`config.mk`:
```
export PLATFORM = sky130hd
export DESIGN_NAME = mwo_fifo
export DESIGN_NICKNAME = d
export VERILOG_FILES = /design/src/mwo_pkg.sv /design/src/mwo_fifo.sv
export SDC_FILE = /design/constraint.sdc
export NUM_CORES = 1
export LEC_CHECK = 0
export BUFFER_PORTS_ARGS = -buffer_cell sky130_fd_sc_hd__buf_2
export CAP_MARGIN = 10
export CELL_PAD_IN_SITES_DETAIL_PLACEMENT = 1
export CELL_PAD_IN_SITES_GLOBAL_PLACEMENT = 1
export CORE_MARGIN = 3
export CORE_UTILIZATION = 35
export DETAILED_ROUTE_END_ITERATION = 8
export HOLD_SLACK_MARGIN = 0.12
export MAX_ROUTING_LAYER = met4
export PLACE_DENSITY_LB_ADDON = 0.1
export SLEW_MARGIN = 15
export SYNTH_ARGS = -nofsm -noshare
export SYNTH_HDL_FRONTEND = slang
export SYNTH_SLANG_ARGS = --single-unit
```
`constraint.sdc`:
```
create_clock -name i_clk -period 16.5 [get_ports i_clk]
set_input_delay 0.825 -clock i_clk [delete_from_list [all_inputs] [get_ports i_clk]]
set_output_delay 0.825 -clock i_clk [all_outputs]
set_load 0.05 [all_outputs]
```
`src/mwo_pkg.sv`:
```
// Shared types, constants and tables for the mecanum wheel odometry core.
package mwo_pkg;

    localparam int FRAC_BITS    = 16;
    localparam int CORDIC_STEPS = 16;
    localparam int DX_SHIFT     = 47 - FRAC_BITS;
    localparam int VT_SHIFT     = 31 - FRAC_BITS;

    localparam int DVD_W = 104;   // divider dividend and quotient width
    localparam int DVS_W = 66;    // divider divisor width
    localparam int MAG_W = 34;    // magnitude of a four-wheel count sum

    localparam logic [31:0] TWO_PI_Q29      = 32'd3373259426;
    localparam logic [31:0] CORDIC_GAIN_Q31 = 32'd1304065748;
    localparam logic [19:0] US_PER_S        = 20'd1000000;

    localparam logic [1:0] CFG_TICKS      = 2'd0;
    localparam logic [1:0] CFG_RADIUS     = 2'd1;
    localparam logic [1:0] CFG_HALF_TRACK = 2'd2;

    typedef struct packed {
        logic [15:0] ticks;       // zero already replaced by one
        logic [15:0] radius;
        logic [17:0] half_track;  // zero already replaced by one
    } t_cfg;

    typedef struct packed {
        logic             sx_neg;
        logic [MAG_W-1:0] sx_mag;
        logic             sy_neg;
        logic [MAG_W-1:0] sy_mag;
        logic             st_neg;
        logic [MAG_W-1:0] st_mag;
        logic [31:0]      dt;
        logic [31:0]      stamp;
    } t_job;

    typedef struct packed {
        logic [31:0] time_us;
        logic [31:0] turn_rate;
        logic [31:0] vel_y;
        logic [31:0] vel_x;
        logic [15:0] heading;
        logic [31:0] pos_y;
        logic [31:0] pos_x;
    } t_result;

    // Arctangent of 2^-i in units of 2^-32 turn.
    function automatic logic [31:0] atan_turns(input logic [4:0] idx);
        logic [31:0] v;
        case (idx)
            5'd0:  v = 32'h20000000;
            5'd1:  v = 32'h12E4051E;
            5'd2:  v = 32'h09FB385B;
            5'd3:  v = 32'h051111D4;
            5'd4:  v = 32'h028B0D43;
            5'd5:  v = 32'h0145D7E1;
            5'd6:  v = 32'h00A2F61E;
            5'd7:  v = 32'h00517C55;
            5'd8:  v = 32'h0028BE53;
            5'd9:  v = 32'h00145F2F;
            5'd10: v = 32'h000A2F98;
            5'd11: v = 32'h000517CC;
            5'd12: v = 32'h00028BE6;
            5'd13: v = 32'h000145F3;
            5'd14: v = 32'h0000A2FA;
            5'd15: v = 32'h0000517D;
            5'd16: v = 32'h000028BE;
            5'd17: v = 32'h0000145F;
            5'd18: v = 32'h00000A30;
            5'd19: v = 32'h00000518;
            5'd20: v = 32'h0000028C;
            5'd21: v = 32'h00000146;
            5'd22: v = 32'h000000A3;
            5'd23: v = 32'h00000051;
            default: v = 32'h0;
        endcase
        return v;
    endfunction

    // Saturate a magnitude with its sign into a signed 32-bit word.
    function automatic logic [31:0] sat_signed(input logic [DVD_W-1:0] m, input logic neg);
        logic [31:0] v;
        if (neg) begin
            if ((|m[DVD_W-1:32]) || (m[31:0] > 32'h8000_0000)) v = 32'h8000_0000;
            else v = 32'd0 - m[31:0];
        end else begin
            if ((|m[DVD_W-1:31])) v = 32'h7FFF_FFFF;
            else v = m[31:0];
        end
        return v;
    endfunction

    function automatic logic [31:0] wrap_signed(input logic [31:0] m, input logic neg);
        return neg ? (32'd0 - m) : m;
    endfunction

endpackage

```
`src/mwo_fifo.sv`:
```
// Two-entry request queue between the front end and the back end.
module mwo_fifo (
    input  logic          i_clk,
    input  logic          i_rst_n,
    input  logic          i_push,
    input  mwo_pkg::t_job i_job,
    input  logic          i_pop,
    output mwo_pkg::t_job o_job,
    output logic          o_full,
    output logic          o_empty
);
    import mwo_pkg::*;

    t_job       r_mem [2];
    logic       r_wp;
    logic       r_rp;
    logic [1:0] r_cnt;

    always_ff @(posedge i_clk) begin
        if (!i_rst_n) begin
            r_wp  <= 1'b0;
            r_rp  <= 1'b0;
            r_cnt <= '0;
        end else begin
            if (i_push) begin
                r_mem[r_wp] <= i_job;
                r_wp        <= ~r_wp;
            end
            if (i_pop) r_rp <= ~r_rp;
            r_cnt <= r_cnt + {1'b0, i_push} - {1'b0, i_pop};
        end
    end

    assign o_job   = r_mem[r_rp];
    assign o_full  = (r_cnt == 2'd2);
    assign o_empty = (r_cnt == 2'd0);
endmodule

```
# ---- Word level (Yosys, flattened, before mapping)
# Memory sizes are Yosys's and may differ from the RTL's. A register that Yosys moved wholly into a read port is not among the register bits.
# Cells that the tools add are included.
dict set report totals {
  output_inout_bits 171
  elab_cells 15
  ramBits 338
  mem_bits_ro 0
  register_bits 4
  mem_count 1
  in_bits 173
  latchBits 0
}
dict set report op_classes {
  n_reduce_logical 1
  order_cmp 0
  mul 0
  shifts 0
  add_sub_neg 2
  eq_ne 1
  bitwise_logic 2
  n_div 0
  muxes 5
}
# name words word_bits rd rd_clocked_by_memory_dff wr line
set mem_list {}
lappend mem_list {r_mem 2 169 1 1 1 mwo_fifo.sv:14} ;# t_job r_mem [2];
# op count
set op_table {}
lappend op_table {{$mux W1} 5}
lappend op_table {{$add A2 B1 Y2} 1}
lappend op_table {{$eq A2 B2 Y1 const B} 1}
lappend op_table {{$logic_not A2 Y1} 1}
lappend op_table {{$not A1 Y1} 2}
lappend op_table {{$sub A2 B1 Y2} 1}

# ---- Depth between registers and ports, before layout
dict set report logic_depth {
  ltp_word 3
  ltp_mapped 6
  mapped_depth_nobuf 6
}

# ---- Worst setup path after synthesis
# OpenSTA, ideal clock, no wires.
dict set report synth_path {
  path_type {input-to-reg}
  start {input i_rst_n}
  end {memory r_mem[0][0] (netlist name) (enable)}
  arrival_ps 7970
  cell_stages 2
  setup_time_ps 706
  slack_ps 7824
  path_buffers 0
  required_time_ps 15794
  path_cell_list {nand2_1 -> nor2_1}
}
dict set report synth_via {
  elab_chain_len 2
}
# element line
set synth_rtl {}
lappend synth_rtl {{start, declared} mwo_fifo.sv:4} ;# input logic i_rst_n,
lappend synth_rtl {{$mux W1} mwo_fifo.sv:20} ;# if (!i_rst_n) begin
lappend synth_rtl {{$mux W1 (not written as such)} mwo_fifo.sv:26} ;# r_mem[r_wp] <= i_job;
lappend synth_rtl {{end, declared} mwo_fifo.sv:14}
# Every way passes these cells.

==> impl_metrics.env <==
export IMPL_status="finished, final reports clean"
export IMPL_synth_area_leader_cell="edfxtp_1"
export IMPL_synth_commonest_cells="edfxtp_1 (338), mux2_4 (101), mux2_2 (68)"
export IMPL_ctsHoldBuffers=0
export IMPL_via_count_of_the_first_global_routing_pass=7195
export IMPL_clockRootBuffer="clkbuf_16"
export IMPL_total_leakage_power_nw=6.17
export IMPL_place_hpwl_um=19600
export IMPL_totalNegativeSetupSlack_ns=0
export IMPL_tightestPinTransition_ns=1.14
export IMPL_worst_hold_path_num_cells=1
export IMPL_areaGrowthSynthToFinish_pct=26.0
export IMPL_timing_critical_path_to_type="output pin"
export IMPL_synth_sequential_area_ratio_pct=79.8
export IMPL_cp_num_buf_inv=2
export IMPL_clk_transition_reported_paths_ns=0.05
export IMPL_number_of_max_capacitance_violations_reported=0
export IMPL_core_area_um2=35800
export IMPL_path_max_fanout=62
export IMPL_timing_hold_worst_endpoint="r_mem[1][43]"
export IMPL_synth_seq_cells=343
export IMPL_slew_limit_headroom_pct=24.2
export IMPL_path_cells="buf_4 > mux2_2 > buf_2"
export IMPL_most_common_cell_in_the_synthesized_netlist="edfxtp_1"
export IMPL_finalCriticalPeriod_ns=3.91
export IMPL_final_max_slew_viol_count=0
export IMPL_antenna_violations_before_repair=8
export IMPL_worst_path_largest_cell_delay_ns=0.90
export IMPL_tritoncts_buffers=38
export IMPL_worst_skew_pair_late_latency_ns=0.50
export IMPL_post_synthesis_instance_area_um2=12800
export IMPL_n_fill_cell=3479
export IMPL_final_antenna_net_count=0
export IMPL_worst_clock_skew_ns=0.00614
export IMPL_quantity_of_i_o_buffers_inserted_on_ports=343
export IMPL_start_util_pct=35.8
export IMPL_track_usage_pct=14.5
export IMPL_critPathKind="flip-flop to output pin"
export IMPL_r2r_worst_path_cells=2
export IMPL_detailedRoute_firstIterationViolations=246
export IMPL_design_die_area_um2=39000
export IMPL_route_vias_total=6408
export IMPL_critical_path_data_required_time_ns=15.67
export IMPL_drive_above_1_share_pct=60.1
export IMPL_vias_per_cell=4.53
export IMPL_rd_place_congestion=0.764
export IMPL_clock_path_buffers=3
export IMPL_grt_max_degree=81
export IMPL_slowest_stage="buf_4"
export IMPL_cp_startpoint_kind="flip-flop"
export IMPL_drt_drc_violations_left=0
export IMPL_report_final_hold_viol_count=0
export IMPL_globalRouteOverflowTotal=0
export IMPL_synth_enable_flop_cells=338
export IMPL_clock_tree_htree_level_count=2
export IMPL_routedWlPerCell_um=20.4
export IMPL_holdCritStartpoint="i_job[43]"
export IMPL_register_to_register_path_setup_slack_ns=14.17
export IMPL_fin_crit_sh_pct=23.7
export IMPL_cpLargestDelayFamily="buffers and inverters"
export IMPL_ys_warn_count=0
export IMPL_post_synth_top_area_fraction_pct=79.0
export IMPL_netlist_cell_type_count=15
export IMPL_die_w_um=198
export IMPL_design_final_nets=1093
export IMPL_io_pin_count=344
export IMPL_syn_inst=548
export IMPL_numClockSinks=343
export IMPL_max_clock_freq_mhz=256
export IMPL_final_core_util_pct=45.2
export IMPL_cts_repair_resize_count=0
export IMPL_critical_path_reg2reg_startpoint="r_wp"
export IMPL_power_ir_vdd_worst_v=0.0000716
export IMPL_ys_async_sr_fraction_pct=0
export IMPL_worst_r2r_dst="r_mem[0][0]"
export IMPL_synth_flop_cell="edfxtp_1"
export IMPL_rsz0062_at_grt="false"
export IMPL_route_final_wire_length_um=28900
export IMPL_syn_mean_instance_area_um2=23.4
export IMPL_floorplan_die_height_um=198
export IMPL_mappedNetlistNets=723
export IMPL_p_per_area_nw_per_um2=129
export IMPL_data_arrival_critical_path_ns=3.09
export IMPL_drt_first_pass_iters=4
export IMPL_report_final_setup_viol=0
export IMPL_synthTopCellsByArea="edfxtp_1 (79%), mux2_4 (12%), mux2_2 (6.0%)"
export IMPL_cts_tree="yes"
export IMPL_postCtsSetupBuffers=0
export IMPL_rows=69
export IMPL_grt_first_pass_wirelength_um=41900
export IMPL_hold_class="input pin to flip-flop"
[cell usage in the layout (no fill, tap or decap), drive strengths merged]
cell type / n
edfxtp: 338
ha: 2
buf: 349
clkbuf: 56
xor2: 2
nor2b: 2
inv: 2
mux2: 169
xnor3: 1
nor2: 2
clkinv: 12
nand2: 1
and3: 1
dfxtp: 5
diode: 8
and2: 4
[registers in the layout, indices dropped and copies added (netlist names), named ones only]
name / count
r_mem: 338
r_cnt: 2
r_rp: 1
r_wp: 1
[report_power, final]
part / leakage, nW / switching (W) / total, W / internal [W]
registers: 3.15 / 0.0000146 / 0.00101 / 0.000997
logic: 2.46 / 0.000213 / 0.000311 / 0.0000984
clock network: 0.562 / 0.000312 / 0.000769 / 0.000457
total: 6.17 / 0.000540 / 0.00209 / 0.00155
[layout make-up]
cell class / count / area, um^2 / area share [%]
clock buffer: 56 / 1090 / 6.75
multi-input combinational: 184 / 2410 / 14.9
tap: 461 / 577 / 3.57
sequential: 343 / 10300 / 63.4
clock inverter: 12 / 52.6 / 0.325
antenna: 8 / 20.0 / 0.124
inverter: 2 / 7.51 / 0.0464
timing repair buffer: 349 / 1760 / 10.9
[worst register-to-register path: stages, from the launching register on]
cell and delay, ns:
dfxtp_1 0.36, nor2_4 0.58, buf_4 0.90
[metal layers]
| metal | track usage [%] | part of all wire (%) | vias up |
|---|---|---|---|
| met5 | - | 0 | - |
| met4 | 4.14 | 2.0 | 0 |
| met3 | 5.10 | 8.8 | 40 |
| met2 | 23.8 | 49 | 253 |
| met1 | 17.1 | 40 | 3183 |
| li1 | - | - | 2932 |
[metrics by stage]
| stage | cell area (um^2) | cells | setup slack (ns) | hold slack [ns] | power [W] |
|---|---|---|---|---|---|
| floorplan | 12800 | 548 | 7.82 | 0.555 | 0.00127 |
| global placement | 15000 | 1339 | 13.12 | 0.561 | 0.00134 |
| detailed placement | 15000 | 1339 | 13.02 | 0.574 | 0.00135 |
| CTS | 16200 | 1407 | 12.47 | 0.476 | 0.00213 |
| global route | 16200 | 1415 | 12.38 | 0.479 | 0.00218 |
| finish | 16200 | 1415 | 12.59 | 0.506 | 0.00209 |
[how the worst max path moves through the flow]
stage / startpoint / endpoint / slack [ns] / cells past startpoint
3_5_place_dp: flip-flop / o_job[22] / 13.02 / 3
6_report: flip-flop / o_job[13] / 12.59 / 3
5_1_grt: flip-flop / o_job[22] / 12.38 / 3
2_1_floorplan: i_rst_n / r_mem[0][0] / 7.82 / 2
3_3_place_gp: flip-flop / o_job[16] / 13.12 / 3
4_1_cts: flip-flop / o_job[22] / 12.47 / 3
[logic make-up (layout without fill, tap and decap cells)]
family | Yosys count | count (layout) | synth area share, %
XOR/XNOR | 3 | 3 | 0.312
other | 0 | 8 | 0
adder cells (fa/ha/maj) | 2 | 2 | 0.195
buffers and inverters | 21 | 419 | 1.48
flip-flops | 343 | 343 | 79.8
multiplexers | 169 | 169 | 17.8
AND/OR/NAND/NOR | 10 | 10 | 0.429
Power figures use the tool's default switching activity.
