==> config.mk <==
export PLATFORM = sky130hd
export DESIGN_NAME = mwo_front
export DESIGN_NICKNAME = d
export VERILOG_FILES = /design/src/mwo_pkg.sv /design/src/mwo_front.sv
export SDC_FILE = /design/constraint.sdc
export NUM_CORES = 1
export LEC_CHECK = 0
export ABC_AREA = 0
export ABC_CLOCK_PERIOD_IN_PS = 7100
export BUFFER_PORTS_ARGS = -buffer_cell sky130_fd_sc_hd__buf_2
export CAP_MARGIN = 40
export CORE_UTILIZATION = 55
export CTS_CLUSTER_SIZE = 14
export DETAILED_ROUTE_END_ITERATION = 8
export PLACE_DENSITY = 0.87
export SYNTH_ARGS = -nofsm -noshare
export SYNTH_HDL_FRONTEND = slang
export SYNTH_SLANG_ARGS = --single-unit
==> constraint.sdc <==
create_clock -name i_clk -period 7.1 [get_ports i_clk]
set_clock_uncertainty 0.1 [all_clocks]
set_input_delay 0.355 -clock i_clk [delete_from_list [all_inputs] [get_ports i_clk]]
set_output_delay 0.355 -clock i_clk [all_outputs]
set_load 0.01 [all_outputs]
==> src/mwo_pkg.sv <==
// Shared types, constants and tables for the mecanum wheel odometry core.
package mwo_pkg;

    localparam int FRAC_BITS    = 16;
    localparam int CORDIC_STEPS = 16;
    localparam int DX_SHIFT     = 47 - FRAC_BITS;
    localparam int VT_SHIFT     = 31 - FRAC_BITS;

    localparam int DVD_W = 104;   // divider dividend and quotient width
    localparam int DVS_W = 66;    // divider divisor width
    localparam int MAG_W = 34;    // magnitude of a four-wheel count sum

    localparam logic [31:0] TWO_PI_Q29      = 32'd3373259426;
    localparam logic [31:0] CORDIC_GAIN_Q31 = 32'd1304065748;
    localparam logic [19:0] US_PER_S        = 20'd1000000;

    localparam logic [1:0] CFG_TICKS      = 2'd0;
    localparam logic [1:0] CFG_RADIUS     = 2'd1;
    localparam logic [1:0] CFG_HALF_TRACK = 2'd2;

    typedef struct packed {
        logic [15:0] ticks;       // zero already replaced by one
        logic [15:0] radius;
        logic [17:0] half_track;  // zero already replaced by one
    } t_cfg;

    typedef struct packed {
        logic             sx_neg;
        logic [MAG_W-1:0] sx_mag;
        logic             sy_neg;
        logic [MAG_W-1:0] sy_mag;
        logic             st_neg;
        logic [MAG_W-1:0] st_mag;
        logic [31:0]      dt;
        logic [31:0]      stamp;
    } t_job;

    typedef struct packed {
        logic [31:0] time_us;
        logic [31:0] turn_rate;
        logic [31:0] vel_y;
        logic [31:0] vel_x;
        logic [15:0] heading;
        logic [31:0] pos_y;
        logic [31:0] pos_x;
    } t_result;

    // Arctangent of 2^-i in units of 2^-32 turn.
    function automatic logic [31:0] atan_turns(input logic [4:0] idx);
        logic [31:0] v;
        case (idx)
            5'd0:  v = 32'h20000000;
            5'd1:  v = 32'h12E4051E;
            5'd2:  v = 32'h09FB385B;
            5'd3:  v = 32'h051111D4;
            5'd4:  v = 32'h028B0D43;
            5'd5:  v = 32'h0145D7E1;
            5'd6:  v = 32'h00A2F61E;
            5'd7:  v = 32'h00517C55;
            5'd8:  v = 32'h0028BE53;
            5'd9:  v = 32'h00145F2F;
            5'd10: v = 32'h000A2F98;
            5'd11: v = 32'h000517CC;
            5'd12: v = 32'h00028BE6;
            5'd13: v = 32'h000145F3;
            5'd14: v = 32'h0000A2FA;
            5'd15: v = 32'h0000517D;
            5'd16: v = 32'h000028BE;
            5'd17: v = 32'h0000145F;
            5'd18: v = 32'h00000A30;
            5'd19: v = 32'h00000518;
            5'd20: v = 32'h0000028C;
            5'd21: v = 32'h00000146;
            5'd22: v = 32'h000000A3;
            5'd23: v = 32'h00000051;
            default: v = 32'h0;
        endcase
        return v;
    endfunction

    // Saturate a magnitude with its sign into a signed 32-bit word.
    function automatic logic [31:0] sat_signed(input logic [DVD_W-1:0] m, input logic neg);
        logic [31:0] v;
        if (neg) begin
            if ((|m[DVD_W-1:32]) || (m[31:0] > 32'h8000_0000)) v = 32'h8000_0000;
            else v = 32'd0 - m[31:0];
        end else begin
            if ((|m[DVD_W-1:31])) v = 32'h7FFF_FFFF;
            else v = m[31:0];
        end
        return v;
    endfunction

    function automatic logic [31:0] wrap_signed(input logic [31:0] m, input logic neg);
        return neg ? (32'd0 - m) : m;
    endfunction

endpackage

==> src/mwo_front.sv <==
// Front end: accept samples, latch previous counts, form wheel sums and elapsed time.
module mwo_front (
    input  logic          i_clk,
    input  logic          i_rst_n,
    input  logic          i_valid,
    output logic          o_ready,
    input  logic [159:0]  i_data,
    input  logic          i_full,
    output logic          o_push,
    output mwo_pkg::t_job o_job
);
    import mwo_pkg::*;

    logic        r_primed;
    logic [31:0] r_prev [4];
    logic [31:0] r_prev_time;

    logic [31:0] w_cnt [4];
    logic [34:0] w_d   [4];
    logic [34:0] w_sx, w_sy, w_st;
    logic        w_accept;

    always_comb begin
        for (int k = 0; k < 4; k++) begin
            w_cnt[k] = i_data[32*k +: 32];
            w_d[k]   = 35'($signed(w_cnt[k] - r_prev[k]));
        end
        w_sx = w_d[0] + w_d[1] + w_d[2] + w_d[3];
        w_sy = w_d[1] + w_d[2] - w_d[0] - w_d[3];
        w_st = w_d[1] + w_d[3] - w_d[0] - w_d[2];

        o_job.sx_neg = w_sx[34];
        o_job.sx_mag = MAG_W'(w_sx[34] ? (35'd0 - w_sx) : w_sx);
        o_job.sy_neg = w_sy[34];
        o_job.sy_mag = MAG_W'(w_sy[34] ? (35'd0 - w_sy) : w_sy);
        o_job.st_neg = w_st[34];
        o_job.st_mag = MAG_W'(w_st[34] ? (35'd0 - w_st) : w_st);
        o_job.dt     = i_data[159:128] - r_prev_time;
        o_job.stamp  = i_data[159:128];
    end

    // The priming sample never needs queue space.
    assign o_ready  = !r_primed || !i_full;
    assign w_accept = i_valid && o_ready;
    assign o_push   = w_accept && r_primed;

    always_ff @(posedge i_clk) begin
        if (!i_rst_n) begin
            r_primed <= 1'b0;
        end else if (w_accept) begin
            r_primed <= 1'b1;
            for (int k = 0; k < 4; k++) r_prev[k] <= w_cnt[k];
            r_prev_time <= i_data[159:128];
        end
    end
endmodule

==> summary.md, run 1 <==
| Metric | Value |
|---|---|
| Asr flop ratio synth | 0% |
| Gate Count Post-Synth | 3201 |
| Root buf cell | clkbuf_16 |
| Seq cells post-synth | around 160 |
| Ys flop type | edfxtp_1 |
| Port bufs | 334 |
| Distinct cells, synth | 97 |
| GR repair worst EP | o_job[96] |
| Warnings, synthesis | 0 |
| Effective utilization at floorplan | 55.8% |
| GP Congestion | 1.02 |
| Category of the worst endpoint | output port |
| Total GRT Usage | between 70% and 80% |
| Die width | 222 um |
| Top post-synthesis cells by area | edfxtp_1, ha_1, fa_1 |
| Max clock buf depth | 2 |
| Ports | 335 |
| Status | did not finish |
| H-Tree Depth | 4 |
| Area share of the largest cell type after synthesis | a little under a fifth |
| DIE HEIGHT | 222 um |
| Yosys top cell by area | edfxtp_1 |
| Pre-CTS setup slack | -0.689 ns |
| Num rows | 80 |
| CTS buffer count | 17 |
| CTS Sinks | 161 |
| Last stage | global routing |
| Net count after synthesis | 3812 |
| Pin count of the biggest net entering global routing | 65 |
| Post-synth EDFFs | 160 |
| Syn avg cell area | 8.32 um2 |
| Post-Syn Area | between 20000 and 30000 um2 |
| Post-DP HPWL | 71400 um |
| Sequential-to-total area share from yosys stat | between 15 and 20% |
| Placed Cells | 4731 |
| Grt total ovfl | 390 |
| Stop Error | [ERROR GRT-0232] Routing congestion too high. Check the congestion heatmap in the GUI. |
[synthesized netlist by cell type, types with 29 or more instances]
cell type	number
a21o_1	104
a21oi_1	268
a31oi_1	34
and3_1	35
buf_4	32
clkbuf_1	30
edfxtp_1	160
fa_1	143
ha_1	304
inv_1	555
nand2_1	174
nand2b_1	34
nand3_1	64
nand4_1	29
nor2_1	163
nor2b_1	34
nor3_1	71
o21a_1	36
o21ai_0	141
o21bai_1	29
xnor2_1	248
xor2_1	111
[per-layer routing]
metal	track usage (%)	GRT overflow
met1	74.4	12
met2	92.1	229
met3	65.0	15
met4	75.7	134
met5	40.2	0
[logic make-up after synthesis]
group	count (synthesis)	share of synthesized area, %
flops	161	18.1
buf+inv	635	9.52
simple gates	750	14.4
mux	10	0.395
fa+ha+maj	449	25.1
xor+xnor	360	11.9
compound gates	836	20.5
[metrics by stage]
stage / TNS, ns / instance area [um2]
global placement: -35.72 / 33600
detailed placement: -53.84 / 33600
CTS: -46.74 / 38600
floorplan: 0 / 26600
[what timing repair did]
action,in CTS
pin swaps,180
hold buffers,160
resized for setup,482
setup buffers,74
gates cloned,5
setup endpoints to repair,102
hold endpoints to repair,159
==> run 2: changes to the inputs <==
Settings changed: ABC_CLOCK_PERIOD_IN_PS 7100 to 9200, CORE_UTILIZATION 55 to 40, CTS_CLUSTER_SIZE 14 to not set, PLACE_DENSITY 0.87 to not set, PLACE_DENSITY_LB_ADDON set to 0.15.
Clock period 7.1 ns to 9.2 ns, I/O delays scaled along.
==> run 2 against run 1 <==
The run now ends clean. Area after synthesis unchanged. Synthesized cell count did not move.
==> summary.md, run 2 <==
| Metric | Value |
|---|---|
| Critical path type | reg -> out |
| CTS Sinks | 161 (unchanged) |
| Warnings, synthesis | 0 (unchanged) |
| Num rows | 94 (+18%) |
| CTS clk-pin slew, worst paths | 0.08 ns |
| Worst Hold Class | in -> reg |
| Skew-Pair Late Insertion Delay | 0.48 ns |
| Seq cells post-synth | 161 (unchanged) |
| Post-Syn Area | 26600 um2 (unchanged) |
| Asr flop ratio synth | 0% (unchanged) |
| Final Hold Vio Count | 0 |
| Post-synth top cells | inv_1, ha_1, a21oi_1 |
| Pin count of the biggest net entering global routing | 135 |
| Port bufs | 334 (unchanged) |
| Commonest non-fill, non-tap cell in the layout | inv_1 |
| Max-Cap Viols | 0 |
| Total GRT Usage | between 20% and 30% |
| Sequential-to-total area share from yosys stat | 18.1% (unchanged) |
| Net count after synthesis | 3812 (unchanged) |
| Hold Buf Count CTS | 0 (-100%) |
| Effective utilization at floorplan | 40.4% (-15 points) |
| Peak Freq | 115 MHz |
| Vias | 23000 |
| Largest family of logic cells by synthesized area | adder cells |
| Drt drc | 0 |
| Worst endpoint required time | between 8 and 9 ns |
| Area grow syn2layout | 12.0% |
| Root buf cell | clkbuf_16 |
| Tmin final | 8.67 ns |
| Final worst path period share | between 90% and 100% |
| Nets | 4113 |
| Die width | 260 um (+17%) |
| Largest register FFs | roughly 130 |
| Max clock buf depth | 2 (unchanged) |
| Final count of negative-setup-slack endpoints | 0 |
| Crit. End Element | output port |
| First-pass GRT wire length | roughly 120000 um |
| Initial antenna violation count | 3 |
| CTS tree | built |
| Yosys top cell by area | edfxtp_1 |
| Post-DP HPWL | 66500 um (-6.8%) |
| Top-count cell post-synth | inv_1 |
| H-Tree Depth | 4 (unchanged) |
| Total Wirelength | just under 80000 um |
| Final Slew Violations | 0 |
| Largest reg by FF count | r_prev |
| Ys flop type | edfxtp_1 |
| RSZ-0062 raised after global routing | true |
| Distinct cells, synth | 97 (unchanged) |
| Startpoint Class | flip-flop |
| Mux cell area share after synthesis | 0.395% (unchanged) |
| Final TNS setup | 0 ns |
| Critical Path Most Common Cell | a21oi_1 |
| Syn avg cell area | 8.32 um2 (unchanged) |
| Post_cts resized | 0 (-100%) |
| Ports | 335 (unchanged) |
| Core Region | 65900 um2 |
| Die area | between 60000 and 70000 um2 |
| Arrival @ worst endpoint | 8.11 ns |
| Status | completed |
| Vias per Instance | 5.25 |
| Regs by FF count | r_prev (128), r_prev_time (32), r_primed (1) |
| Slowest stage delay, CP | between 0.5 and 0.6 ns |
| DRT Pass-1 Iters | 5 |
| Most frequent cells in the layout | inv_1, buf_2, ha_1, a21oi_1, xnor2_1 |
| DRT iter0 DRCs | about 1300 |
| Xor and xnor area share after synthesis | 11.9% (unchanged) |
| Post-synth EDFFs | 160 (unchanged) |
| ANT nets after route | 0 |
| Gate Count Post-Synth | 3201 (unchanged) |
| Adder-Cell Fraction of Synth Area | 25.1% (unchanged) |
| Synth Area in Compound Gates | 20.5% (unchanged) |
| Ratio of cells with drive above 1 in the final layout | 13.4% |
| Vias in the first global route | roughly 22000 |
| Post-synthesis simple-gate area fraction | 14.4% (unchanged) |
| Area share of the largest cell type after synthesis | 18.0% (unchanged) |
| Grt total ovfl | 0 |
| DIE HEIGHT | 260 um (+17%) |
| Worst Path Max Fanout | 7 |
| Top post-synthesis cells by area | edfxtp_1, ha_1, fa_1 |
| Critical path's slowest cell | fa_1 |
| PnR worst setup slack | roughly 0.53 ns |
| GP Congestion | 0.920 (-9.4%) |
| Avg WL per Cell | 17.7 um |
| Worst rel slew slack | 41.3% |
| Worst-Margin Slew | 0.870 ns |
| # Post-CTS Setup Buffers | 0 (-100%) |
| Pre-CTS setup slack | 0.464 ns (+1.15 ns) |
| CTS buffer count | 17 (unchanged) |
-- run 2: cell counts after synthesis --
Identical to the previous run, type by type.
-- run 2: routing by layer --
layer  up-vias  global-route usage (%)  part of all wire (%)
met5         -                       0                     0
met1     10800                    29.2                    45
met2       462                    41.1                    50
met3        74                    2.15                   3.1
met4         0                    6.86                   2.4
li1      11700                       -                     -
-- run 2: final timing paths --
kind / startpoint / to / slack (ns) / cells past startpoint
max: r_prev[2][0]$_DFFE_PP_ / o_job[167] / 0.53 / 30
min: i_data[62] / r_prev[1][30]$_DFFE_PP_ / 0.06 / 1
max reg2reg: r_primed$_SDFFE_PN0P_ / r_prev[3][4]$_DFFE_PP_ / 7.08 / 3
min reg2reg: r_primed$_SDFFE_PN0P_ / r_primed$_SDFFE_PN0P_ / 0.40 / 1
-- run 2: worst max-delay path, delay by kind of cell, from the launching register on --
family | cells | cell delay, ns
AND/OR/NAND/NOR | 4 | 0.89
AO/OA/AOI/OAI | 13 | 3.04
flip-flops | 1 | 0.35
buffers and inverters | 4 | 0.34
adder cells (fa/ha/maj) | 5 | 1.84
XOR/XNOR | 4 | 1.14
-- run 2: cells by family after synthesis --
group / Yosys count
AOI/OAI and AO/OA: 836
and+or+nand+nor: 750
buffers and inverters: 635
adders and majority gates: 449
xor gates and xnor gates: 360
DFF: 161
muxes: 10
-- run 2: final cells by class --
class	count	area, um2
multi-input cells	2405	19400
flip-flops and latches	161	4820
clock inverters	15	169
diodes	2	5.00
clock buffers	17	425
repair buffers	360	1880
fillers	6708	36000
inverters	557	2090
well taps	864	1080
-- run 2: through the flow --
step	instances	hold WS [ns]	area [um2]	utilization [%]
finish	4381	0.0597	29800	45.3
global route	4380	0.0341	29800	45.3
CTS	4379	0.0107	29700	45.2
detailed placement	4347	0.374	29200	44.3
global placement	4347	0.376	29200	44.3
floorplan	3201	0.355	26600	-
Power of run 2 is not shown: default switching activity piles up to over one toggle a cycle in this logic, so the estimate is an artifact.
